File: src/sv/hbb_pkg.sv
// types, constants and helpers shared by the heightmap brush blend block
package hbb_pkg;

	localparam int H_W      = 16;
	localparam int GAIN_W   = 20;
	localparam int PROD_W   = 29;
	localparam int PMAG_W   = 28;
	localparam int DMAG_W   = 40;
	localparam int ACC_W    = 68;
	localparam int DIV_W    = 48;
	localparam int DIV_VW   = 17;
	localparam int VAL_W    = 51;
	localparam int MUL_STEPS = 28;

	localparam logic [GAIN_W-1:0] GAIN_RESET  = 20'd4096;
	localparam logic [H_W-1:0]    MAXH_RESET  = 16'hffff;
	localparam logic [16:0]       COUNT_MAX   = 17'h1ffff;

	typedef enum logic [1:0] {
		MODE_REL  = 2'd0,
		MODE_AVG  = 2'd1,
		MODE_ABS  = 2'd2,
		MODE_COPY = 2'd3
	} mode_t;

	typedef enum logic [1:0] {
		CMD_CLEAR  = 2'd0,
		CMD_SCAN   = 2'd1,
		CMD_APPLY  = 2'd2,
		CMD_UNUSED = 2'd3
	} item_cmd_t;

	typedef enum logic [1:0] {
		CFG_MODE   = 2'd0,
		CFG_GAIN   = 2'd1,
		CFG_TARGET = 2'd2,
		CFG_MAXH   = 2'd3
	} cfg_idx_t;

	typedef enum logic [2:0] {
		ST_IDLE,
		ST_PROD,
		ST_DECIDE,
		ST_MEAN,
		ST_MUL,
		ST_QSTART,
		ST_QUO,
		ST_DONE
	} state_t;

	typedef enum logic [2:0] {
		RES_NONE,
		RES_HOLD,
		RES_REL,
		RES_MEAN,
		RES_DELTA
	} res_sel_t;

	typedef struct packed {
		logic [1:0]     cmd;
		logic [H_W-1:0] current_height;
		logic [H_W-1:0] source_height;
		logic [7:0]     mask_value;
	} src_item_t;

	typedef struct packed {
		logic [H_W-1:0] new_height;
		logic           changed;
	} res_item_t;

	typedef struct packed {
		logic     latch;
		logic     acc_clear;
		logic     acc_scan;
		logic     prod_load;
		logic     mean_go;
		logic     mul_load;
		logic     mul_step;
		logic     quo_go;
		res_sel_t res_sel;
		logic     out_load;
	} ctrl_cmd_t;

	typedef struct packed {
		mode_t mode;
		logic  skip;
		logic  mean_sat;
		logic  div_done;
		logic  mul_last;
	} dp_stat_t;

	function automatic logic [H_W-1:0] clamp_height(input logic signed [VAL_W-1:0] v,
		input logic [H_W-1:0] mx);
		logic [H_W-1:0] r;
		if (v < 0) begin
			r = '0;
		end else if (v > $signed({35'b0, mx})) begin
			r = mx;
		end else begin
			r = v[H_W-1:0];
		end
		return r;
	endfunction

endpackage

File: src/sv/hbb_div.sv
// iterative restoring divider, one quotient bit per cycle
module hbb_div #(
	parameter int DW = 48,
	parameter int VW = 17
) (
	input  logic          clk,
	input  logic          arst_n,
	input  logic          start,
	input  logic [DW-1:0] dividend,
	input  logic [VW-1:0] divisor,
	output logic          done,
	output logic [DW-1:0] quo,
	output logic [VW-1:0] rem
);

	localparam int CW = (DW > 1) ? $clog2(DW) : 1;

	logic          busy_q;
	logic          done_q;
	logic [CW-1:0] cnt_q;
	logic [DW-1:0] quo_q;
	logic [VW-1:0] rem_q;
	logic [VW-1:0] dsr_q;

	logic [VW:0]   remw;
	logic [VW+1:0] sub;
	logic          ge;

	assign remw = {rem_q, quo_q[DW-1]};
	assign sub  = {1'b0, remw} - {2'b0, dsr_q};
	assign ge   = !sub[VW+1];

	always_ff @(posedge clk or negedge arst_n) begin
		if (!arst_n) begin
			busy_q <= 1'b0;
			done_q <= 1'b0;
			cnt_q  <= '0;
		end else begin
			done_q <= 1'b0;
			if (start) begin
				busy_q <= 1'b1;
				cnt_q  <= '0;
			end else if (busy_q) begin
				cnt_q <= cnt_q + 1'b1;
				if (cnt_q == CW'(DW - 1)) begin
					busy_q <= 1'b0;
					done_q <= 1'b1;
				end
			end
		end
	end

	always_ff @(posedge clk) begin
		if (start) begin
			quo_q <= dividend;
			rem_q <= '0;
			dsr_q <= divisor;
		end else if (busy_q) begin
			quo_q <= {quo_q[DW-2:0], ge};
			rem_q <= ge ? sub[VW-1:0] : remw[VW-1:0];
		end
	end

	assign done = done_q;
	assign quo  = quo_q;
	assign rem  = rem_q;

	a_rem_below_divisor: assert property (@(posedge clk) disable iff (!arst_n)
		done_q && dsr_q != '0 |-> rem_q < dsr_q)
		else $error("remainder not below divisor");

endmodule

File: src/sv/hbb_dp.sv
// datapath: configuration, scan accumulators, shift-add multiplier, divider and result
module hbb_dp (
	input  logic                  clk,
	input  logic                  arst_n,
	input  logic                  cfg_we,
	input  logic [1:0]            cfg_index,
	input  logic [19:0]           cfg_data,
	input  hbb_pkg::src_item_t    src_item,
	input  hbb_pkg::ctrl_cmd_t    cmd,
	output hbb_pkg::dp_stat_t     stat,
	output hbb_pkg::res_item_t    res_item
);

	hbb_pkg::mode_t                  mode_q;
	logic signed [hbb_pkg::GAIN_W-1:0] gain_q;
	logic [15:0]                     target_q;
	logic [15:0]                     maxh_q;
	logic [31:0]                     sum_q;
	logic [16:0]                     count_q;
	logic [7:0]                      peak_q;

	logic [15:0]                     h_q;
	logic [15:0]                     s_q;
	logic [7:0]                      m_q;
	logic signed [hbb_pkg::PROD_W-1:0] p_q;
	logic [hbb_pkg::ACC_W-1:0]       mcand_q;
	logic [hbb_pkg::PMAG_W-1:0]      mplier_q;
	logic [hbb_pkg::ACC_W-1:0]       acc_q;
	logic [4:0]                      mcnt_q;
	logic                            neg_q;
	logic [15:0]                     res_q;
	hbb_pkg::res_item_t              out_q;

	logic [32:0]                     sum_ext;
	logic                            div_start;
	logic [hbb_pkg::DIV_W-1:0]       div_dividend;
	logic [hbb_pkg::DIV_VW-1:0]      div_divisor;
	logic                            div_done;
	logic [hbb_pkg::DIV_W-1:0]       quo;
	logic [hbb_pkg::DIV_VW-1:0]      rem;

	logic signed [40:0]              diff;
	logic [hbb_pkg::DMAG_W-1:0]      diff_mag;
	logic [hbb_pkg::PMAG_W-1:0]      p_mag;
	logic                            skip;
	logic                            sticky;
	logic                            round_up;
	logic [48:0]                     mag;
	logic signed [hbb_pkg::VAL_W-1:0] v_rel;
	logic signed [hbb_pkg::VAL_W-1:0] v_mean;
	logic signed [hbb_pkg::VAL_W-1:0] v_delta;
	logic [15:0]                     res_next;

	always_ff @(posedge clk or negedge arst_n) begin
		if (!arst_n) begin
			mode_q   <= hbb_pkg::MODE_REL;
			gain_q   <= hbb_pkg::GAIN_RESET;
			target_q <= '0;
			maxh_q   <= hbb_pkg::MAXH_RESET;
			sum_q    <= '0;
			count_q  <= '0;
			peak_q   <= '0;
		end else begin
			if (cfg_we) begin
				unique case (hbb_pkg::cfg_idx_t'(cfg_index))
					hbb_pkg::CFG_MODE:   mode_q   <= hbb_pkg::mode_t'(cfg_data[1:0]);
					hbb_pkg::CFG_GAIN:   gain_q   <= cfg_data;
					hbb_pkg::CFG_TARGET: target_q <= cfg_data[15:0];
					hbb_pkg::CFG_MAXH:   maxh_q   <= cfg_data[15:0];
					default: ;
				endcase
			end
			if (cmd.acc_clear) begin
				sum_q   <= '0;
				count_q <= '0;
				peak_q  <= '0;
			end else if (cmd.acc_scan && src_item.mask_value != 8'd0) begin
				sum_q <= sum_ext[32] ? 32'hffffffff : sum_ext[31:0];
				if (count_q != hbb_pkg::COUNT_MAX) begin
					count_q <= count_q + 1'b1;
				end
				if (src_item.mask_value > peak_q) begin
					peak_q <= src_item.mask_value;
				end
			end
		end
	end

	assign sum_ext = {1'b0, sum_q} + {17'b0, src_item.current_height};

	// multiply and result registers
	always_ff @(posedge clk) begin
		if (cmd.latch) begin
			h_q <= src_item.current_height;
			s_q <= src_item.source_height;
			m_q <= src_item.mask_value;
		end
		if (cmd.prod_load) begin
			p_q <= gain_q * $signed({1'b0, m_q});
		end
		if (cmd.mul_load) begin
			mcand_q  <= {28'b0, diff_mag};
			mplier_q <= p_mag;
			acc_q    <= '0;
			mcnt_q   <= '0;
			neg_q    <= diff[40] ^ p_q[hbb_pkg::PROD_W-1];
		end else if (cmd.mul_step) begin
			if (mplier_q[0]) begin
				acc_q <= acc_q + mcand_q;
			end
			mcand_q  <= {mcand_q[hbb_pkg::ACC_W-2:0], 1'b0};
			mplier_q <= {1'b0, mplier_q[hbb_pkg::PMAG_W-1:1]};
			mcnt_q   <= mcnt_q + 1'b1;
		end
		if (cmd.res_sel != hbb_pkg::RES_NONE) begin
			res_q <= res_next;
		end
		if (cmd.out_load) begin
			out_q.new_height <= res_q;
			out_q.changed    <= (res_q != h_q);
		end
	end

	assign div_start    = cmd.mean_go | cmd.quo_go;
	assign div_dividend = cmd.mean_go ? {8'b0, sum_q, 8'b0} :
		(mode_q == hbb_pkg::MODE_AVG ? acc_q[67:20] : acc_q[59:12]);
	assign div_divisor  = cmd.mean_go ? count_q : {9'b0, peak_q};

	hbb_div #(
		.DW(hbb_pkg::DIV_W),
		.VW(hbb_pkg::DIV_VW)
	) u_div (
		.clk      (clk),
		.arst_n   (arst_n),
		.start    (div_start),
		.dividend (div_dividend),
		.divisor  (div_divisor),
		.done     (div_done),
		.quo      (quo),
		.rem      (rem)
	);

	always_comb begin
		unique case (mode_q)
			hbb_pkg::MODE_AVG:
				diff = $signed({1'b0, quo[39:0]}) - $signed({17'b0, h_q, 8'b0});
			hbb_pkg::MODE_ABS:
				diff = $signed({25'b0, target_q}) - $signed({25'b0, h_q});
			default:
				diff = $signed({25'b0, s_q}) - $signed({25'b0, h_q});
		endcase
		unique case (mode_q)
			hbb_pkg::MODE_AVG:
				skip = m_q == 8'd0 || gain_q == '0 || count_q == '0 || peak_q == 8'd0;
			hbb_pkg::MODE_ABS:
				skip = m_q == 8'd0 || gain_q == '0 || peak_q == 8'd0;
			default:
				skip = m_q == 8'd0 || peak_q == 8'd0;
		endcase
	end

	assign diff_mag = diff[40] ? 40'(-diff) : diff[39:0];
	assign p_mag    = p_q[hbb_pkg::PROD_W-1] ? 28'(-p_q) : p_q[27:0];

	// floor for a negative quotient rounds the magnitude up, copy mode truncates
	assign sticky   = (mode_q == hbb_pkg::MODE_AVG) ? |acc_q[19:0] : |acc_q[11:0];
	assign round_up = neg_q && (rem != '0 || sticky) && mode_q != hbb_pkg::MODE_COPY;
	assign mag      = {1'b0, quo} + {48'b0, round_up};
	assign v_delta  = $signed({35'b0, h_q}) +
		(neg_q ? -$signed({2'b0, mag}) : $signed({2'b0, mag}));
	assign v_rel    = $signed({35'b0, h_q}) + hbb_pkg::VAL_W'(p_q >>> 12);
	assign v_mean   = $signed({19'b0, quo[39:8]});

	always_comb begin
		unique case (cmd.res_sel)
			hbb_pkg::RES_REL:   res_next = hbb_pkg::clamp_height(v_rel, maxh_q);
			hbb_pkg::RES_MEAN:  res_next = hbb_pkg::clamp_height(v_mean, maxh_q);
			hbb_pkg::RES_DELTA: res_next = (mode_q == hbb_pkg::MODE_COPY) ? v_delta[15:0] :
				hbb_pkg::clamp_height(v_delta, maxh_q);
			default:            res_next = h_q;
		endcase
	end

	assign stat.mode     = mode_q;
	assign stat.skip     = skip;
	assign stat.mean_sat = p_q >= $signed({9'b0, peak_q, 12'b0});
	assign stat.div_done = div_done;
	assign stat.mul_last = mcnt_q == 5'(hbb_pkg::MUL_STEPS - 1);
	assign res_item      = out_q;

	a_peak_tracks_count: assert property (@(posedge clk) disable iff (!arst_n)
		(count_q == '0) == (peak_q == 8'd0))
		else $error("mask peak and pixel count disagree");

	a_count_monotonic: assert property (@(posedge clk) disable iff (!arst_n)
		!cmd.acc_clear |=> count_q >= $past(count_q))
		else $error("pixel count dropped without clear");

endmodule

File: src/sv/hbb_ctrl.sv
// controller state machine sequencing clear, scan and apply items
module hbb_ctrl (
	input  logic               clk,
	input  logic               arst_n,
	input  logic               src_valid,
	input  logic [1:0]         src_cmd,
	output logic               src_stall,
	output logic               res_valid,
	input  logic               res_stall,
	input  hbb_pkg::dp_stat_t  stat,
	output hbb_pkg::ctrl_cmd_t cmd
);

	hbb_pkg::state_t state_q;
	hbb_pkg::state_t state_d;
	logic            res_valid_q;

	always_ff @(posedge clk or negedge arst_n) begin
		if (!arst_n) begin
			state_q     <= hbb_pkg::ST_IDLE;
			res_valid_q <= 1'b0;
		end else begin
			state_q <= state_d;
			if (cmd.out_load) begin
				res_valid_q <= 1'b1;
			end else if (!res_stall) begin
				res_valid_q <= 1'b0;
			end
		end
	end

	always_comb begin
		state_d = state_q;
		cmd     = '0;
		cmd.res_sel = hbb_pkg::RES_NONE;
		unique case (state_q)
			hbb_pkg::ST_IDLE: begin
				if (src_valid) begin
					unique case (hbb_pkg::item_cmd_t'(src_cmd))
						hbb_pkg::CMD_CLEAR: cmd.acc_clear = 1'b1;
						hbb_pkg::CMD_SCAN:  cmd.acc_scan  = 1'b1;
						hbb_pkg::CMD_APPLY: begin
							cmd.latch = 1'b1;
							state_d   = hbb_pkg::ST_PROD;
						end
						default: ;
					endcase
				end
			end
			hbb_pkg::ST_PROD: begin
				cmd.prod_load = 1'b1;
				state_d       = hbb_pkg::ST_DECIDE;
			end
			hbb_pkg::ST_DECIDE: begin
				priority if (stat.mode == hbb_pkg::MODE_REL) begin
					cmd.res_sel = hbb_pkg::RES_REL;
					state_d     = hbb_pkg::ST_DONE;
				end else if (stat.skip) begin
					cmd.res_sel = hbb_pkg::RES_HOLD;
					state_d     = hbb_pkg::ST_DONE;
				end else if (stat.mode == hbb_pkg::MODE_AVG) begin
					cmd.mean_go = 1'b1;
					state_d     = hbb_pkg::ST_MEAN;
				end else begin
					cmd.mul_load = 1'b1;
					state_d      = hbb_pkg::ST_MUL;
				end
			end
			hbb_pkg::ST_MEAN: begin
				if (stat.div_done) begin
					if (stat.mean_sat) begin
						cmd.res_sel = hbb_pkg::RES_MEAN;
						state_d     = hbb_pkg::ST_DONE;
					end else begin
						cmd.mul_load = 1'b1;
						state_d      = hbb_pkg::ST_MUL;
					end
				end
			end
			hbb_pkg::ST_MUL: begin
				cmd.mul_step = 1'b1;
				if (stat.mul_last) begin
					state_d = hbb_pkg::ST_QSTART;
				end
			end
			hbb_pkg::ST_QSTART: begin
				cmd.quo_go = 1'b1;
				state_d    = hbb_pkg::ST_QUO;
			end
			hbb_pkg::ST_QUO: begin
				if (stat.div_done) begin
					cmd.res_sel = hbb_pkg::RES_DELTA;
					state_d     = hbb_pkg::ST_DONE;
				end
			end
			hbb_pkg::ST_DONE: begin
				if (!res_valid_q || !res_stall) begin
					cmd.out_load = 1'b1;
					state_d      = hbb_pkg::ST_IDLE;
				end
			end
			default: state_d = hbb_pkg::ST_IDLE;
		endcase
	end

	assign src_stall = (state_q != hbb_pkg::ST_IDLE);
	assign res_valid = res_valid_q;

	a_result_from_done: assert property (@(posedge clk) disable iff (!arst_n)
		$rose(res_valid_q) |-> $past(state_q == hbb_pkg::ST_DONE))
		else $error("result raised outside done state");

	a_one_result_per_apply: assert property (@(posedge clk) disable iff (!arst_n)
		cmd.out_load |=> state_q == hbb_pkg::ST_IDLE)
		else $error("controller did not return to idle after result");

endmodule

File: src/sv/heightmap_brush_blend.sv
// top level of the heightmap brush blend block
// clear and scan items: taken without stalling the source, no result
// apply, relative mode or unchanged pixel: result set in the product and decide states, registered out from done
// apply, absolute and copy: 28-step shift-add multiply, then 48-step divide
// apply, average: 48-step mean divide ahead of the above; at full strength the mean is the result
// one item in flight, a stalled result delays the next; async reset clears accumulators
module heightmap_brush_blend (
	input  logic               clk,
	input  logic               arst_n,
	input  logic               cfg_valid,
	output logic               cfg_ready,
	input  logic [1:0]         cfg_index,
	input  logic [19:0]        cfg_data,
	input  logic               src_valid,
	output logic               src_stall,
	input  hbb_pkg::src_item_t src_item,
	output logic               res_valid,
	input  logic               res_stall,
	output hbb_pkg::res_item_t res_item
);

	hbb_pkg::ctrl_cmd_t cmd;
	hbb_pkg::dp_stat_t  stat;

	assign cfg_ready = 1'b1;

	hbb_ctrl u_ctrl (
		.clk       (clk),
		.arst_n    (arst_n),
		.src_valid (src_valid),
		.src_cmd   (src_item.cmd),
		.src_stall (src_stall),
		.res_valid (res_valid),
		.res_stall (res_stall),
		.stat      (stat),
		.cmd       (cmd)
	);

	hbb_dp u_dp (
		.clk       (clk),
		.arst_n    (arst_n),
		.cfg_we    (cfg_valid & cfg_ready),
		.cfg_index (cfg_index),
		.cfg_data  (cfg_data),
		.src_item  (src_item),
		.cmd       (cmd),
		.stat      (stat),
		.res_item  (res_item)
	);

endmodule

File: config.mk
export PLATFORM = sky130hd
export DESIGN_NAME = heightmap_brush_blend
export DESIGN_NICKNAME = d
export VERILOG_FILES = /design/src/sv/hbb_pkg.sv /design/src/sv/hbb_div.sv /design/src/sv/hbb_dp.sv /design/src/sv/hbb_ctrl.sv /design/src/sv/heightmap_brush_blend.sv
export SDC_FILE = /design/constraint.sdc
export NUM_CORES = 2
export LEC_CHECK = 0
export ABC_AREA = 1
export BUFFER_PORTS_ARGS = -buffer_cell sky130_fd_sc_hd__buf_2
export CORE_ASPECT_RATIO = 0.9
export CORE_UTILIZATION = 59
export CTS_CLUSTER_SIZE = 25
export DETAILED_ROUTE_END_ITERATION = 8
export PLACE_DENSITY = 0.79
export SETUP_SLACK_MARGIN = 0.02
export SKIP_LAST_GASP = 1
export SYNTH_ARGS = -nofsm -noshare
export SYNTH_HDL_FRONTEND = slang
export SYNTH_HIERARCHICAL = 1
export SYNTH_SLANG_ARGS = --single-unit
File: constraint.sdc
create_clock -name clk -period 6.58 [get_ports clk]
set_input_delay 1.316 -clock clk [delete_from_list [all_inputs] [get_ports clk]]
set_output_delay 1.316 -clock clk [all_outputs]
set_load 0.01 [all_outputs]
==> flow_summary.json <==
{
  "ant_nets": 0,
  "fmax_ghz": 0.155,
  "vias": 43400,
  "track_usage": 0.364,
  "routed_via_density": 5.81,
  "cpMostUsedCell": "nand2_1",
  "nets": 6984,
  "critPathLaunchType": "flip-flop",
  "cts_inserted_buffers": 53,
  "path_clk_slew_ns": 0.06,
  "finalWirelength_microns": 141000,
  "setup_viol": 0,
  "p_leak_nw": 24.8,
  "critPathCaptureType": "flip-flop",
  "cts_buffer_depth": 3,
  "period_minus_slack_ns": 6.47,
  "slowest_delay_ns": 0.38,
  "post-place-ws_ns": -0.356,
  "place_area_sq_mm": 0.0464,
  "endpoint": "u_dp/res_q[8]",
  "clock_sinks": 477,
  "wire_per_inst_microns": 18.9,
  "syn_avg_cell_area_sq_um": 6.99,
  "hold_viol": 0,
  "worstSetupPathType": "reg -> reg",
  "fin_tns_setup_ns": 0,
  "r2r_start": "u_dp/u_div/rem[16]",
  "r2r_end": "u_dp/res_q[8]",
  "syn-cell-area_sq_mm": 0.0442,
  "grt_max_degree": 110,
  "placement_rows": 94,
  "finalCritPeriodShare": 0.983,
  "synth_cells": 6320,
  "vdd_drop_max_mv": 0.397,
  "synth_nets": 6839,
  "finalInstanceArea_sq_mm": 0.0492,
  "synth_warnings": 6,
  "setup_ws_ns": 0.115,
  "start_util": 0.600,
  "gp_congestion": 0.987,
  "crit_arrival_ns": 6.81,
  "power_density_mw_per_mm2": 541,
  "outcome": "finished, final reports clean",
  "synth_edf_count": 236,
  "slew_viol_final": 0,
  "placedCellCount": 7345,
  "area_delta_synth_final_pct": 11.5,
  "die_area_sq_mm": 0.0759,
  "critPathMaxFanout": 6,
  "crit_required_ns": 6.92,
  "async_reset_ff_frac": 0.258,
  "ys_top_cells_by_area": "edfxtp_1 (16%), nand2_1 (14%), ha_1 (9.0%)",
  "fin_cells": 7472,
  "antenna_found_initial": 3,
  "synth_cell_types": 69,
  "drive_gt1_frac": 0.111,
  "r2r_slack_ns": 0.11,
  "rsz0062_at_grt": "true",
  "cts_tree": "built",
  "cp-startpoint": "u_dp/u_div/rem[16]",
  "cts-hold-fix-buffers": 0,
  "grt_first_pass_wirelength_microns": 219000,
  "insertion_delay_ns": 0.65,
  "die_x_microns": 290,
  "ios": 89,
  "synth_top_area_cell": "edfxtp_1",
  "ys_ff_latch": 477,
  "dp_hpwl_microns": 108000,
  "io_buffers": 87,
  "grt_pass1_vias": 40200,
  "die_y_microns": 262,
  "drt_first_iter_violations": 4933,
  "core_sq_mm": 0.0736,
  "worst_path_max_delay_cell": "a211oi_4",
  "worst-slew-pin-transition_ns": 1.30,
  "gr-total-overflow": 0,
  "min_path_type": "reg -> reg",
  "fin_skew_ns": 0.0551,
  "ys_seq_area_frac": 0.284,
  "reg2regPathDepth": 43,
  "synth_flop_cell": "edfxtp_1",
  "max_slew_margin": 0.129,
  "maxCapViolations": 0,
  "drc_errors": 0,
  "holdWs_ns": 0.458,
  "cts-root-buf": "clkbuf_16",
  "synth.top_cell.area_share": 0.161,
  "drt_first_pass_iters": 8,
  "cts_max_level": 2
}
==> critical path, delay by kind of cell (launching register included) <==
family	cells	cell delay, ns
AOI/OAI and AO/OA	7	1.30
xor gates and xnor gates	2	0.36
adders and majority gates	4	0.96
buffers and inverters	6	0.77
DFF	1	0.35
and+or+nand+nor	24	2.45
==> power by group <==
part | switching [mW] | internal [mW] | total (mW)
logic | 10.8 | 6.47 | 17.3
clock network | 1.36 | 1.88 | 3.23
registers | 1.41 | 4.69 | 6.10
==> flip-flops by register name (all words and copies together), names as in the netlist, 20 cells and up <==
| signal | cells |
|---|---|
| u_dp/gain_q | 20 |
| u_dp/u_div/quo | 48 |
| u_dp/acc_q | 68 |
| u_dp/p_q | 29 |
| u_dp/mplier_q | 28 |
| u_dp/sum_q | 32 |
| u_dp/mcand_q | 68 |
==> timing repair <==
| item | CTS | global route |
|---|---|---|
| gates cloned | 1 | 0 |
| setup endpoints to repair | 16 | 17 |
| buffers inserted | 9 | 18 |
| pin swaps | 34 | 82 |
| gates resized for setup | 49 | 137 |
==> cells by family after synthesis <==
family / Yosys count / share of synthesized area
other: 1 / 0.0000849
XOR/XNOR: 228 / 0.0452
multiplexers: 5 / 0.00125
AO/OA/AOI/OAI: 1137 / 0.140
flip-flops: 477 / 0.284
adder cells (fa/ha/maj): 450 / 0.150
buffers and inverters: 1254 / 0.109
AND/OR/NAND/NOR: 2768 / 0.269
==> Yosys cell counts, types with 54 or more instances <==
cell type	n
nand2_1	1598
inv_1	1038
nor2_1	486
o21ai_0	481
a21oi_1	432
nand3_1	329
ha_1	316
edfxtp_1	236
xor2_1	159
clkbuf_1	157
fa_1	134
dfxtp_1	118
dfrtp_1	106
nand4_1	87
xnor2_1	69
nor3_1	67
a31oi_1	54
==> metal layers <==
metal | vias up | part of all wire | track usage
li1 | 20800 | - | -
met1 | 20100 | 0.42 | 0.500
met2 | 2102 | 0.43 | 0.557
met3 | 364 | 0.11 | 0.0760
met4 | 4 | 0.045 | 0.155
met5 | - | 0.00018 | 0
==> layout by cell type, fill, tap and decap left out, drive strengths merged, types with 47 or more instances in the layout <==
cell type     n
xnor2        69
buf         286
ha          316
a31oi        54
edfxtp      236
nand4        87
a21oi       434
dfrtp       106
dfxtp       118
clkbuf       63
nand2      1650
o211ai       47
nor3         69
o21ai       491
fa          134
nand3       346
xor2        159
nor2        540
inv        1060
==> area by class of cell <==
cell class | count | area [sq um]
Fill cell | 6390 | 24400
Tap cell | 960 | 1200
Clock buffer | 63 | 1430
Sequential cell | 477 | 12600
Inverter | 1058 | 3990
Multi-Input combinational cell | 4589 | 27600
Clock inverter | 37 | 455
Antenna cell | 2 | 5.00
Timing Repair Buffer | 286 | 2010
==> worst min path at each step <==
stage / endpoint / cells after the start / startpoint / slack (ns)
final: u_dp/mcnt_q[4] / 1 / u_dp/mcnt_q[4] / 0.46
after CTS: u_dp/mcnt_q[4] / 1 / u_dp/mcnt_q[4] / 0.46
after global placement: u_dp/mcnt_q[4] / 1 / u_dp/mcnt_q[4] / 0.44
after detailed placement: u_dp/mcnt_q[4] / 1 / u_dp/mcnt_q[4] / 0.44
after global routing: u_dp/res_item[9] / 0 / u_dp/res_q[8] / 0.48
after floorplan: u_dp/mcnt_q[4] / 1 / u_dp/mcnt_q[4] / 0.42
==> per-stage QoR <==
stage / utilization / power, mW
floorplan: - / 17.4
global placement: 0.630 / 21.6
detailed placement: 0.630 / 22.1
CTS: 0.659 / 25.6
global route: 0.669 / 28.9
finish: 0.669 / 26.6
(Power assumes the default switching activity.)
